==> src/pm_sensor_frame_receiver_assert.svh <==
// Assertion macros shared by the frame receiver RTL.
`ifndef PM_SENSOR_FRAME_RECEIVER_ASSERT_SVH
`define PM_SENSOR_FRAME_RECEIVER_ASSERT_SVH

// Same-cycle implication, sampled on clk and disabled while arst_n is low.
`define PMSFR_ASSERT_IMP(lbl, ante, cons, msg) \
	lbl: assert property (@(posedge clk) disable iff (!arst_n) (ante) |-> (cons)) \
		else $error(msg);

// Next-cycle implication, sampled on clk and disabled while arst_n is low.
`define PMSFR_ASSERT_NXT(lbl, ante, cons, msg) \
	lbl: assert property (@(posedge clk) disable iff (!arst_n) (ante) |=> (cons)) \
		else $error(msg);

`endif

==> src/pmsfr_pkg.sv <==
// Types and constants for the particulate sensor frame receiver.
package pmsfr_pkg;

	localparam int STORE_DEPTH_DEF = 40;

	// The check sweeps store indices 0 to 32, so that a reading at offset 31
	// can still pick up its low byte.
	localparam int          SWEEP_W    = 6;
	localparam logic [5:0]  SWEEP_LAST = 6'd32;
	localparam logic [5:0]  SUM_LEN    = 6'd30;
	localparam logic [5:0]  CHK_HI_IDX = 6'd30;
	localparam logic [5:0]  CHK_LO_IDX = 6'd31;
	localparam logic [5:0]  START_ONE_IDX = 6'd0;
	localparam logic [5:0]  START_TWO_IDX = 6'd1;

	localparam logic [7:0]  START_ONE_RST  = 8'h42;
	localparam logic [7:0]  START_TWO_RST  = 8'h4D;
	localparam logic [4:0]  PM1_OFF_RST    = 5'd4;
	localparam logic [4:0]  PM25_OFF_RST   = 5'd6;
	localparam logic [4:0]  PM10_OFF_RST   = 5'd8;
	localparam logic [15:0] IDLE_LIMIT_RST = 16'd200;

	localparam int PADDR_W = 5;

	typedef enum logic [2:0] {
		REG_START_ONE  = 3'd0,
		REG_START_TWO  = 3'd1,
		REG_PM1_OFF    = 3'd2,
		REG_PM25_OFF   = 3'd3,
		REG_PM10_OFF   = 3'd4,
		REG_IDLE_LIMIT = 3'd5
	} reg_idx_t;

	typedef enum logic {
		REQ_BYTE = 1'b0,
		REQ_TICK = 1'b1
	} req_t;

	typedef enum logic [1:0] {
		ST_IDLE,
		ST_READ,
		ST_FINISH,
		ST_EMIT
	} state_t;

	typedef struct packed {
		logic       req_type;
		logic [7:0] rx_byte;
	} in_item_t;

	typedef struct packed {
		logic        frame_ok;
		logic [15:0] pm1_value;
		logic [15:0] pm25_value;
		logic [15:0] pm10_value;
	} out_item_t;

endpackage

==> src/pm_sensor_frame_receiver.sv <==
// Particulate sensor frame receiver: byte store, idle timer and frame check.
// A byte transfer or a tick that does not time out is absorbed and gives no result.
// A tick that reaches the idle limit starts a check: the store is swept through its
// single read port, the last read drains, then the result is decided and registered.
// Throughput: one item per cycle between checks; the input is held for the whole check,
// and longer while the previous result sits stalled.
// Reset clears control state, marks every store entry unwritten and restores the defaults.
`include "pm_sensor_frame_receiver_assert.svh"

module pm_sensor_frame_receiver
	import pmsfr_pkg::*;
#(
	parameter int STORE_DEPTH = STORE_DEPTH_DEF
) (
	input  logic               clk,
	input  logic               arst_n,

	input  logic               in_valid,
	output logic               in_stall,
	input  in_item_t           in_item,

	output logic               out_valid,
	input  logic               out_stall,
	output out_item_t          out_item,

	input  logic               psel,
	input  logic               penable,
	input  logic               pwrite,
	input  logic [PADDR_W-1:0] paddr,
	input  logic [31:0]        pwdata,
	output logic [31:0]        prdata,
	output logic               pready
);

	localparam int AW = $clog2(STORE_DEPTH);
	localparam logic [AW-1:0] PTR_LAST = AW'(STORE_DEPTH - 1);
	localparam logic [SWEEP_W:0] DEPTH_W = (SWEEP_W + 1)'(STORE_DEPTH);

	// ------------------------------------------------------------------
	// Configuration registers. Writes land in the access phase; the port
	// never waits. Writes to addresses beyond the register list are dropped.
	// ------------------------------------------------------------------
	logic [7:0]  start_one_q;
	logic [7:0]  start_two_q;
	logic [4:0]  pm1_off_q;
	logic [4:0]  pm25_off_q;
	logic [4:0]  pm10_off_q;
	logic [15:0] idle_limit_q;
	logic        cfg_wr;
	reg_idx_t    cfg_idx;

	assign pready  = 1'b1;
	assign cfg_wr  = psel && penable && pwrite;
	assign cfg_idx = reg_idx_t'(paddr[4:2]);

	always_ff @(posedge clk or negedge arst_n) begin
		if (!arst_n) begin
			start_one_q  <= START_ONE_RST;
			start_two_q  <= START_TWO_RST;
			pm1_off_q    <= PM1_OFF_RST;
			pm25_off_q   <= PM25_OFF_RST;
			pm10_off_q   <= PM10_OFF_RST;
			idle_limit_q <= IDLE_LIMIT_RST;
		end else if (cfg_wr) begin
			case (cfg_idx)
				REG_START_ONE:  start_one_q  <= pwdata[7:0];
				REG_START_TWO:  start_two_q  <= pwdata[7:0];
				REG_PM1_OFF:    pm1_off_q    <= pwdata[4:0];
				REG_PM25_OFF:   pm25_off_q   <= pwdata[4:0];
				REG_PM10_OFF:   pm10_off_q   <= pwdata[4:0];
				REG_IDLE_LIMIT: idle_limit_q <= pwdata[15:0];
				default: ;
			endcase
		end
	end

	always_comb begin
		case (cfg_idx)
			REG_START_ONE:  prdata = {24'd0, start_one_q};
			REG_START_TWO:  prdata = {24'd0, start_two_q};
			REG_PM1_OFF:    prdata = {27'd0, pm1_off_q};
			REG_PM25_OFF:   prdata = {27'd0, pm25_off_q};
			REG_PM10_OFF:   prdata = {27'd0, pm10_off_q};
			REG_IDLE_LIMIT: prdata = {16'd0, idle_limit_q};
			default:        prdata = 32'd0;
		endcase
	end

	// ------------------------------------------------------------------
	// Input side. Bytes go straight into the store; ticks run the idle
	// timer. The input is held off for the whole check, so store writes
	// and the check's reads never meet on the same entry.
	// ------------------------------------------------------------------
	state_t             state_q;
	state_t             state_nxt;
	logic               in_xfer;
	logic               byte_wr;
	logic               tick_armed;
	logic               check_go;
	logic [AW-1:0]      wptr_q;
	logic [15:0]        idle_cnt_q;
	logic [15:0]        idle_cnt_inc;
	logic               armed_q;

	assign in_xfer      = in_valid && !in_stall;
	assign byte_wr      = in_xfer && (req_t'(in_item.req_type) == REQ_BYTE);
	assign tick_armed   = in_xfer && (req_t'(in_item.req_type) == REQ_TICK) && armed_q;
	assign idle_cnt_inc = (idle_cnt_q == 16'hFFFF) ? idle_cnt_q : idle_cnt_q + 16'd1;
	assign check_go     = tick_armed && (idle_cnt_inc >= idle_limit_q);

	always_ff @(posedge clk or negedge arst_n) begin
		if (!arst_n) begin
			wptr_q     <= '0;
			idle_cnt_q <= '0;
			armed_q    <= 1'b0;
		end else if (byte_wr) begin
			// The pointer parks on the last slot, so later bytes overwrite it.
			wptr_q     <= (wptr_q == PTR_LAST) ? PTR_LAST : wptr_q + AW'(1);
			idle_cnt_q <= '0;
			armed_q    <= 1'b1;
		end else if (check_go) begin
			wptr_q     <= '0;
			idle_cnt_q <= '0;
			armed_q    <= 1'b0;
		end else if (tick_armed) begin
			idle_cnt_q <= idle_cnt_inc;
		end
	end

	// ------------------------------------------------------------------
	// Byte store: one write port for arriving bytes, one registered read
	// port for the check. Entries never written since reset read as zero
	// through their valid bit.
	// ------------------------------------------------------------------
	logic [7:0]             mem_q [STORE_DEPTH];
	logic [STORE_DEPTH-1:0] written_q;
	logic [SWEEP_W-1:0]     sweep_q;
	logic [AW-1:0]          rd_addr;
	logic                   rd_in_range;
	logic                   rd_issue;
	logic [7:0]             rd_data_s1;
	logic                   rd_written_s1;
	logic                   rd_en_s1;
	logic [SWEEP_W-1:0]     rd_idx_s1;

	assign rd_in_range = ({1'b0, sweep_q} < DEPTH_W);
	assign rd_addr     = sweep_q[AW-1:0];

	always_ff @(posedge clk) begin
		if (byte_wr) begin
			mem_q[wptr_q] <= in_item.rx_byte;
		end
		if (rd_issue && rd_in_range) begin
			rd_data_s1 <= mem_q[rd_addr];
		end
	end

	always_ff @(posedge clk or negedge arst_n) begin
		if (!arst_n) begin
			written_q <= '0;
		end else if (byte_wr) begin
			written_q[wptr_q] <= 1'b1;
		end
	end

	always_ff @(posedge clk or negedge arst_n) begin
		if (!arst_n) begin
			rd_en_s1      <= 1'b0;
			rd_written_s1 <= 1'b0;
			rd_idx_s1     <= '0;
		end else begin
			rd_en_s1      <= rd_issue;
			rd_written_s1 <= rd_in_range && written_q[rd_addr];
			rd_idx_s1     <= sweep_q;
		end
	end

	always_ff @(posedge clk or negedge arst_n) begin
		if (!arst_n) begin
			sweep_q <= '0;
		end else if (check_go) begin
			sweep_q <= '0;
		end else if (rd_issue) begin
			sweep_q <= sweep_q + SWEEP_W'(1);
		end
	end

	// ------------------------------------------------------------------
	// Check datapath: each byte that comes back is summed if it lies in
	// the summed range and captured where its index matches a start byte,
	// a checksum byte or one byte of a reading.
	// ------------------------------------------------------------------
	logic [7:0]         rd_byte;
	logic [15:0]        sum_q;
	logic [7:0]         b0_q;
	logic [7:0]         b1_q;
	logic [7:0]         chk_hi_q;
	logic [7:0]         chk_lo_q;
	logic [7:0]         pm_hi_q [3];
	logic [7:0]         pm_lo_q [3];
	logic [SWEEP_W-1:0] pm_off [3];

	assign rd_byte   = rd_written_s1 ? rd_data_s1 : 8'd0;
	assign pm_off[0] = SWEEP_W'(pm1_off_q);
	assign pm_off[1] = SWEEP_W'(pm25_off_q);
	assign pm_off[2] = SWEEP_W'(pm10_off_q);

	always_ff @(posedge clk) begin
		if (check_go) begin
			sum_q <= '0;
		end else if (rd_en_s1) begin
			if (rd_idx_s1 < SUM_LEN) begin
				sum_q <= sum_q + {8'd0, rd_byte};
			end
			if (rd_idx_s1 == START_ONE_IDX) begin
				b0_q <= rd_byte;
			end
			if (rd_idx_s1 == START_TWO_IDX) begin
				b1_q <= rd_byte;
			end
			if (rd_idx_s1 == CHK_HI_IDX) begin
				chk_hi_q <= rd_byte;
			end
			if (rd_idx_s1 == CHK_LO_IDX) begin
				chk_lo_q <= rd_byte;
			end
			for (int i = 0; i < 3; i++) begin
				if (rd_idx_s1 == pm_off[i]) begin
					pm_hi_q[i] <= rd_byte;
				end
				if (rd_idx_s1 == pm_off[i] + SWEEP_W'(1)) begin
					pm_lo_q[i] <= rd_byte;
				end
			end
		end
	end

	// ------------------------------------------------------------------
	// Sequencer: sweep the store, drain the last read, then decide and
	// load the result register once it is free.
	// ------------------------------------------------------------------
	logic out_free;
	logic emit;

	assign out_free = !out_valid || !out_stall;

	always_comb begin
		state_nxt = state_q;
		case (state_q)
			ST_IDLE:   if (check_go) state_nxt = ST_READ;
			ST_READ:   if (sweep_q == SWEEP_LAST) state_nxt = ST_FINISH;
			ST_FINISH: state_nxt = ST_EMIT;
			ST_EMIT:   if (out_free) state_nxt = ST_IDLE;
			default:   state_nxt = ST_IDLE;
		endcase
	end

	always_comb begin
		in_stall = 1'b1;
		rd_issue = 1'b0;
		emit     = 1'b0;
		case (state_q)
			ST_IDLE:   in_stall = 1'b0;
			ST_READ:   rd_issue = 1'b1;
			ST_FINISH: ;
			ST_EMIT:   emit = out_free;
			default:   ;
		endcase
	end

	always_ff @(posedge clk or negedge arst_n) begin
		if (!arst_n) begin
			state_q <= ST_IDLE;
		end else begin
			state_q <= state_nxt;
		end
	end

	// ------------------------------------------------------------------
	// Result register and latched readings. A failed check repeats the
	// readings of the last good frame.
	// ------------------------------------------------------------------
	logic        frame_good;
	logic [15:0] pm1_lat_q;
	logic [15:0] pm25_lat_q;
	logic [15:0] pm10_lat_q;
	logic [15:0] pm1_new;
	logic [15:0] pm25_new;
	logic [15:0] pm10_new;

	assign frame_good = (b0_q == start_one_q) && (b1_q == start_two_q)
		&& (sum_q == {chk_hi_q, chk_lo_q});
	assign pm1_new  = frame_good ? {pm_hi_q[0], pm_lo_q[0]} : pm1_lat_q;
	assign pm25_new = frame_good ? {pm_hi_q[1], pm_lo_q[1]} : pm25_lat_q;
	assign pm10_new = frame_good ? {pm_hi_q[2], pm_lo_q[2]} : pm10_lat_q;

	always_ff @(posedge clk or negedge arst_n) begin
		if (!arst_n) begin
			pm1_lat_q  <= '0;
			pm25_lat_q <= '0;
			pm10_lat_q <= '0;
		end else if (emit) begin
			pm1_lat_q  <= pm1_new;
			pm25_lat_q <= pm25_new;
			pm10_lat_q <= pm10_new;
		end
	end

	out_item_t out_item_q;
	logic      out_valid_q;

	always_ff @(posedge clk or negedge arst_n) begin
		if (!arst_n) begin
			out_valid_q <= 1'b0;
		end else if (emit) begin
			out_valid_q <= 1'b1;
		end else if (!out_stall) begin
			out_valid_q <= 1'b0;
		end
	end

	always_ff @(posedge clk) begin
		if (emit) begin
			out_item_q.frame_ok   <= frame_good;
			out_item_q.pm1_value  <= pm1_new;
			out_item_q.pm25_value <= pm25_new;
			out_item_q.pm10_value <= pm10_new;
		end
	end

	assign out_valid = out_valid_q;
	assign out_item  = out_item_q;

	// ------------------------------------------------------------------
	// Assertions.
	// ------------------------------------------------------------------
	logic sweep_end;

	assign sweep_end = (state_q == ST_READ) && (sweep_q == SWEEP_LAST);

	`PMSFR_ASSERT_IMP(a_wptr_range, 1'b1, wptr_q <= PTR_LAST, "write pointer past last slot")
	`PMSFR_ASSERT_IMP(a_disarmed_clear, !armed_q, idle_cnt_q == 16'd0, "count while disarmed")
	`PMSFR_ASSERT_NXT(a_sweep_end, sweep_end, (state_q == ST_FINISH) && !rd_issue, "sweep overran")
	`PMSFR_ASSERT_IMP(a_result_source, $rose(out_valid_q), $past(state_q) == ST_EMIT, "stray result")

endmodule

==> config.mk <==
export PLATFORM = sky130hd
export DESIGN_NAME = pm_sensor_frame_receiver
export DESIGN_NICKNAME = d
export VERILOG_FILES = /design/src/pmsfr_pkg.sv /design/src/pm_sensor_frame_receiver.sv
export VERILOG_INCLUDE_DIRS = /design/src /design/src/src
export SDC_FILE = /design/constraint.sdc
export NUM_CORES = 1
export LEC_CHECK = 0
export BUFFER_PORTS_ARGS = -buffer_cell sky130_fd_sc_hd__buf_2
export CAP_MARGIN = 40
export CORE_MARGIN = 2
export CORE_UTILIZATION = 45
export CTS_BUF_LIST = sky130_fd_sc_hd__clkbuf_4
export DETAILED_ROUTE_END_ITERATION = 10
export SLEW_MARGIN = 0
export SYNTH_ARGS = -nofsm -noshare
export SYNTH_HDL_FRONTEND = slang
export SYNTH_SLANG_ARGS = --single-unit
export TNS_END_PERCENT = 10
==> constraint.sdc <==
create_clock -name clk -period 8.04 [get_ports clk]
set_clock_uncertainty 0.2 [all_clocks]
set_input_delay 1.206 -clock clk [delete_from_list [all_inputs] [get_ports clk]]
set_output_delay 1.206 -clock clk [all_outputs]
set_load 0.01 [all_outputs]
-- After elaboration in Yosys (flattened, before gate mapping)
Memory sizes are Yosys's and may differ from the RTL's. A register that Yosys moved wholly into a read port is not among the register bits.
Cells that the tools add are included.
- equal/unequal tests: 27
- bitwise logic cells: 3
- reduce and logical (&&, ||, !) cells: 33
- multipliers: 0
- shifts and indexed selects: 0
- order comparisons: 6
- $add $sub $neg: 7
- div/mod/pow operators: 0
- multiplexer cells: 55
- operators by type and width (kind ; number):
    two-way mux 16 bit ; 7
    one-hot mux 16 bit (6 select lines) ; 1
    bitwise OR 40 bit ; 1
    two-way mux 1 bit ; 35
    two-way mux 6 bit ; 5
    adder 5 x 1 -> 6 bit, second input constant ; 3
    equality test 6 x 5 -> 1 bit ; 3
    equality test 6 bit ; 3
    adder 16 x 1 -> 16 bit, second input constant ; 1
    adder 16 x 8 -> 16 bit ; 1
    equality test 16 bit ; 1
    equality test 16 bit, second input constant ; 1
    equality test 8 bit ; 2
    >= comparator 16 bit ; 1
    AND reduction 3 bit ; 5
    < comparator 6 x 7 -> 1 bit, second input constant ; 2
    AND reduction 2 bit ; 7
    adder 6 x 1 -> 6 bit, second input constant ; 2
    equality test 6 x 5 -> 1 bit, second input constant ; 2
    equality test 6 bit, second input constant ; 2
    logical AND 1 bit ; 12
    two-way mux 8 bit ; 1
    one-hot mux 2 bit (4 select lines) ; 1
    binary-select mux 1 bit (select 6 bit) ; 1
    21 further kinds ; 31
- output and inout port bits: 84
- word-level logic and storage cells: 162
- bits in latches: 0
- bits of input ports: 53
- register bits: 272
- memories kept: 3
- RAM bits: 368
- memory bits (read-only): 0
- memory list (memory ; depth ; width ; rd ports ; clocked after memory_dff ; wr ports ; line ; RTL):
    mem_q ; 40 ; 8 ; 1 ; 1 ; 1 ; pm_sensor_frame_receiver.sv:135 ; logic [7:0] mem_q [STORE_DEPTH];
    pm_hi_q ; 3 ; 8 ; 3 ; 0 ; 3 ; pm_sensor_frame_receiver.sv:199 ; logic [7:0] pm_hi_q [3];
    pm_lo_q ; 3 ; 8 ; 3 ; 0 ; 3 ; pm_sensor_frame_receiver.sv:200 ; logic [7:0] pm_lo_q [3];

-- Logic depth before layout (Yosys ltp)
- depth in word-level cells: 7
- mapped depth: 15
- depth with buffers taken out: 14

-- Worst setup path before layout
OpenSTA, ideal clock, no wires.
- path type: register to register
- start point: reg idle_cnt_q[0]
- end point: mem pm_lo_q[0][0], enable pin
- library setup time: 0.398 ns
- cell stages (with the launch flop): 13
- data arrival time: 3.891 ns
- period minus slack after synthesis: 4.489 ns
- setup slack: 3.551 ns
- path buffers: 1
- data required time: 7.442 ns
- cell sequence: dfrtp_1 > ha_1 > a211oi_1 > nand3_1 > xnor2_1 > ha_1 > a21o_1 > a221o_1 > a21oi_1 > o21ai_1 > and2_1 > clkbuf_1 > nor4b_1
- RTL lines (what ; line ; RTL):
    from (decl) ; pm_sensor_frame_receiver.sv:101 ; logic [15:0] idle_cnt_q;
    from (signal assigned) ; pm_sensor_frame_receiver.sv:126 ; idle_cnt_q <= idle_cnt_inc;
    to (decl) ; pm_sensor_frame_receiver.sv:200 ;

-- Final worst setup path
- start point: reg idle_cnt_q[0]
- end point: reg b0_q[2], enable pin
- cells in the longest elaborated chain, start to end: 6
- elaborated cells on any way between the ends: 7
- classes of those cells: 1 x add/sub; 1 x order compare; 1 x eq/ne; 1 x mux; 1 x bitwise; 2 x reduce/logical
- RTL lines (what ; line ; RTL):
    adder 16 x 1 -> 16 bit or equality test 16 bit (tied branches) ; pm_sensor_frame_receiver.sv:108 ; assign idle_cnt_inc = (idle_cnt_q == 16'hFFFF) ? idle_cnt_q : idle_cnt_q + 16'd1;
    two-way mux 16 bit (*) ; pm_sensor_frame_receiver.sv:108 ;
    >= comparator 16 bit (*) ; pm_sensor_frame_receiver.sv:109 ; assign check_go = tick_armed && (idle_cnt_inc >= idle_limit_q);
    logical AND 1 bit (*) ; pm_sensor_frame_receiver.sv:109 ;
    inverter 1 bit (no source line) (*) ; - ;
    AND reduction 3 bit (no source line) (*) ; - ;
    to (signal assigned) ; pm_sensor_frame_receiver.sv:216 ; b0_q <= rd_byte;
    to (decl) ; pm_sensor_frame_receiver.sv:195 ; logic [7:0] b0_q;
Every way passes the cells marked *; elsewhere a longest branch is shown, timed or not.
A chain may end at the register's enable or synchronous reset.

==> results.json <==
{
  "timing.rr.start": "idle_cnt_q[0]",
  "multi_input_area_sq_um": 8288,
  "setup_viol": 0,
  "synth_seq_cells": 648,
  "synth_top_family_by_area": "multiplexers",
  "start_util": 0.4537,
  "critPathLaunch": "idle_cnt_q[0]",
  "htreeDepth": 4,
  "worstSetupPathType": "reg2reg",
  "syn-cell-area_sq_um": 27280,
  "synthMuxAreaShare": 0.1418,
  "cp_slowest_cell": "dfrtp_1",
  "cp_data_required_time_ns": 8.54,
  "cp_max_fo": 29,
  "tns_ns": 0,
  "cp.arrival_ns": 5.07,
  "fin_crit_sh": 0.5687,
  "finish.utilization": 0.5178,
  "ir_worst_vdd_mv": 0.1410,
  "synth_flop_cell": "edfxtp_1",
  "drive_gt1_frac": 0.3479,
  "detailed_place_hpwl_mm": 38.80,
  "ys_types": 65,
  "dieHeight_um": 250.2,
  "synth_area_leaders": "edfxtp_1, dfrtp_1, mux4_2",
  "end_kind": "flop",
  "grt_pass1_vias": 16290,
  "cts_buffers": 170,
  "synth-seq-area-share": 0.6758,
  "drt_iter0_drc": 1179,
  "dpl.cell_count": 2573,
  "cp_top_family": "simple AND/OR/NAND/NOR gates",
  "synth_compound_area_frac": 0.04627,
  "vias": 15520,
  "cts_resized": 0,
  "maxCapViolCount": 0,
  "final_antenna_net_count": 0,
  "finalNetCount": 2055,
  "path_buf_inv": 2,
  "hold_class": "in2reg",
  "route.detailed.drc": 0,
  "grt_max_degree": 60,
  "p_per_area_nw_per_um2": 228.2,
  "maxSlewHeadroom": 0.4221,
  "r2r_setup_slack_ns": 3.47,
  "viasPerCell": 5.367,
  "rsz0062_at_grt": "false",
  "drt_wl_total_mm": 61.44,
  "start_kind": "flop",
  "dp_slack_ns": 3.463,
  "rows": 90,
  "dieArea_sq_um": 62620,
  "antenna_found_initial": 2,
  "area_growth_pct": 14.12,
  "n_fill_cell": 5174,
  "synth_cells": 1718,
  "coreArea_sq_um": 60130,
  "min_path_cells": 3,
  "grt_pass1_wl_mm": 95.71,
  "yosysWarnings": 0,
  "ys_async_sr_fraction": 0.2701,
  "io_buffers": 101,
  "fmax_ghz": 0.2187,
  "ctsLongestPathBuffers": 3,
  "reg2regPathDepth": 15,
  "crit_path_cell_trace": "ha_1 > nand3_1 > nor2_1 > nand2_1 > nand3_1 > xnor2_1 > ha_1 > and2_0 > a221o_1 > a21oi_1 > o21ai_1 > and2_1 > buf_4 > nor4b_1 > buf_4",
  "post-route-min-period_ns": 4.572,
  "fp.dieW_um": 250.2,
  "grt-ovfl-total": 0,
  "cts_tree": "done",
  "slowest_delay_ns": 0.45,
  "synth_fa_ha_area_frac": 0.01724,
  "leakage_nw": 11.90,
  "final_cells": 2892,
  "yosysTopAreaCellShare": 0.5030,
  "insertion_delay_ns": 1.03,
  "ff_latch_area_sq_um": 18450,
  "synth-xor-area-share": 0.02472,
  "synth_area_per_cell_sq_um": 15.88,
  "path_clk_slew_ns": 0.06,
  "synth_edf_count": 457,
  "wl_per_cell_um": 21.24,
  "drv_slew": 0,
  "worstReg2RegEnd": "b0_q[2]",
  "design_area_sq_um": 31140,
  "worst_pin_slew_ns": 0.8637,
  "io-pin-count": 137,
  "min_to": "idle_limit_q[12]",
  "fin_ws_ns": 3.468,
  "place_area_sq_um": 28820,
  "cts-root-buf": "clkbuf_4",
  "worstHoldStart": "pwdata[12]",
  "firstDrtPassIters": 5,
  "status": "finished, final reports clean",
  "finalHoldViolCount": 0,
  "synth-simple-area-share": 0.07007,
  "gp_congestion": 0.7995,
  "cts_sinks": 648,
  "grt_use_total": 0.2029,
  "yosysTopAreaCell": "edfxtp_1"
}
## synth_stat cells, drive strengths merged (3+ instances only)
master	number
edfxtp	457
dfrtp	162
mux2	139
nor2	92
mux4	87
nand2	80
buf	59
a21oi	57
xor2	52
nand3	44
or2	42
clkbuf	40
ha	36
o21ai	31
inv	30
mux2i	27
xnor2	25
nor3	22
nand2b	20
a22oi	18
and2	16
dfxtp	16
a22o	15
dfstp	13
nor2b	12
a211oi	11
nor4	11
a31oi	10
nand4	9
o21a	7
o221ai	7
o211ai	6
a21o	5
and3	5
and4	5
nor4b	5
o31ai	5
or3	5
o22ai	4
a21boi	3
nand3b	3
o32a	3
## power breakdown
| group | internal [mW] | leakage, nW | total (mW) | switching, mW |
|---|---|---|---|---|
| Combinational | 0.158 | 4.12 | 0.378 | 0.220 |
| Sequential | 3.67 | 6.43 | 3.77 | 0.0957 |
| Clock | 1.60 | 1.35 | 2.96 | 1.36 |
| Total | 5.43 | 11.9 | 7.11 | 1.68 |
## kinds of logic (layout without fill, tap and decap cells)
group           count (synthesis)  in the layout
mux                           253            253
flops                         648            648
simple gates                  379            379
other cells                     2             20
xor+xnor                       77             77
compound gates                193            193
fa+ha+maj                      37             37
buf+inv                       129            503
## worst max path at each step
stage	to	slack, ns	cells after the start
finish	b0_q[2]	3.47	15
global route	b0_q[2]	3.10	15
CTS	pm_lo_q[0][12]	3.44	13
detailed placement	pm_lo_q[0][4]	3.46	13
global placement	pm_lo_q[0][13]	3.52	15
floorplan	pm_lo_q[0][0]	3.55	12
## worst reg2reg max path, stage by stage, from the launching register on
cell and delay (ns):
dfrtp_1 0.45, ha_1 0.27, nand3_1 0.20, nor2_1 0.30, nand2_1 0.28, nand3_1 0.19, xnor2_1 0.16, ha_1 0.27
and2_0 0.16, a221o_1 0.33, a21oi_1 0.16, o21ai_1 0.22, and2_1 0.26, buf_4 0.25, nor4b_1 0.34, buf_4 0.23
## flip-flops by register name, indices dropped and copies added, names as in the netlist, 5 cells and up
register / cells
b0_q: 8
b1_q: 8
chk_hi_q: 8
chk_lo_q: 8
idle_cnt_q: 16
idle_limit_q: 16
mem_q: 320
out_item: 49
pm10_lat_q: 16
pm10_off_q: 5
pm1_lat_q: 16
pm1_off_q: 5
pm25_lat_q: 16
pm25_off_q: 5
pm_hi_q: 24
pm_lo_q: 24
rd_addr: 6
rd_data_s1: 8
rd_idx_s1: 6
start_one_q: 8
start_two_q: 8
sum_q: 16
wptr_q: 6
written_q: 40
## routing by layer
layer	GRT usage	vias to the layer above	wire length [um]
li1	-	7124	-
met1	0.2623	7901	26280
met2	0.3293	402	30450
met3	0.05300	95	3264
met4	0.07921	0	1442
met5	0	-	0
## final cells by class
cell class / instances / share of cell area
clock inverter: 50 / 0.009885
timing repair buffer: 159 / 0.03259
clock buffer: 264 / 0.06365
tap: 782 / 0.03142
sequential: 648 / 0.5924
antenna: 3 / 0.0002411
inverter: 30 / 0.003616
multi-input combinational: 956 / 0.2662
## what timing repair did
action / CTS / global route
setup buffers: 0 / 0
hold buffers: 1 / 0
hold endpoints to repair: 55 / 0
## placed cells by master, fill, tap and decap left out, types with 44 or more instances in the layout
cell type	netlist	routed
a21oi_1	57	57
xor2_1	52	52
mux4_2	87	87
buf_4	23	50
clkbuf_4	0	264
nand2_1	80	79
buf_2	20	100
nor2_1	91	91
dfrtp_1	162	160
edfxtp_1	457	457
mux2_2	119	119
nand3_1	44	44
## stage by stage
stage	hold WS (ns)	total power, mW
final	0.1888	7.106
after global routing	0.1055	7.446
after CTS	0.09635	7.205
after detailed placement	0.2493	4.216
after global placement	0.2454	4.193
after floorplan	0.1519	4.055
Note: power is estimated with default switching activity, not from simulation.
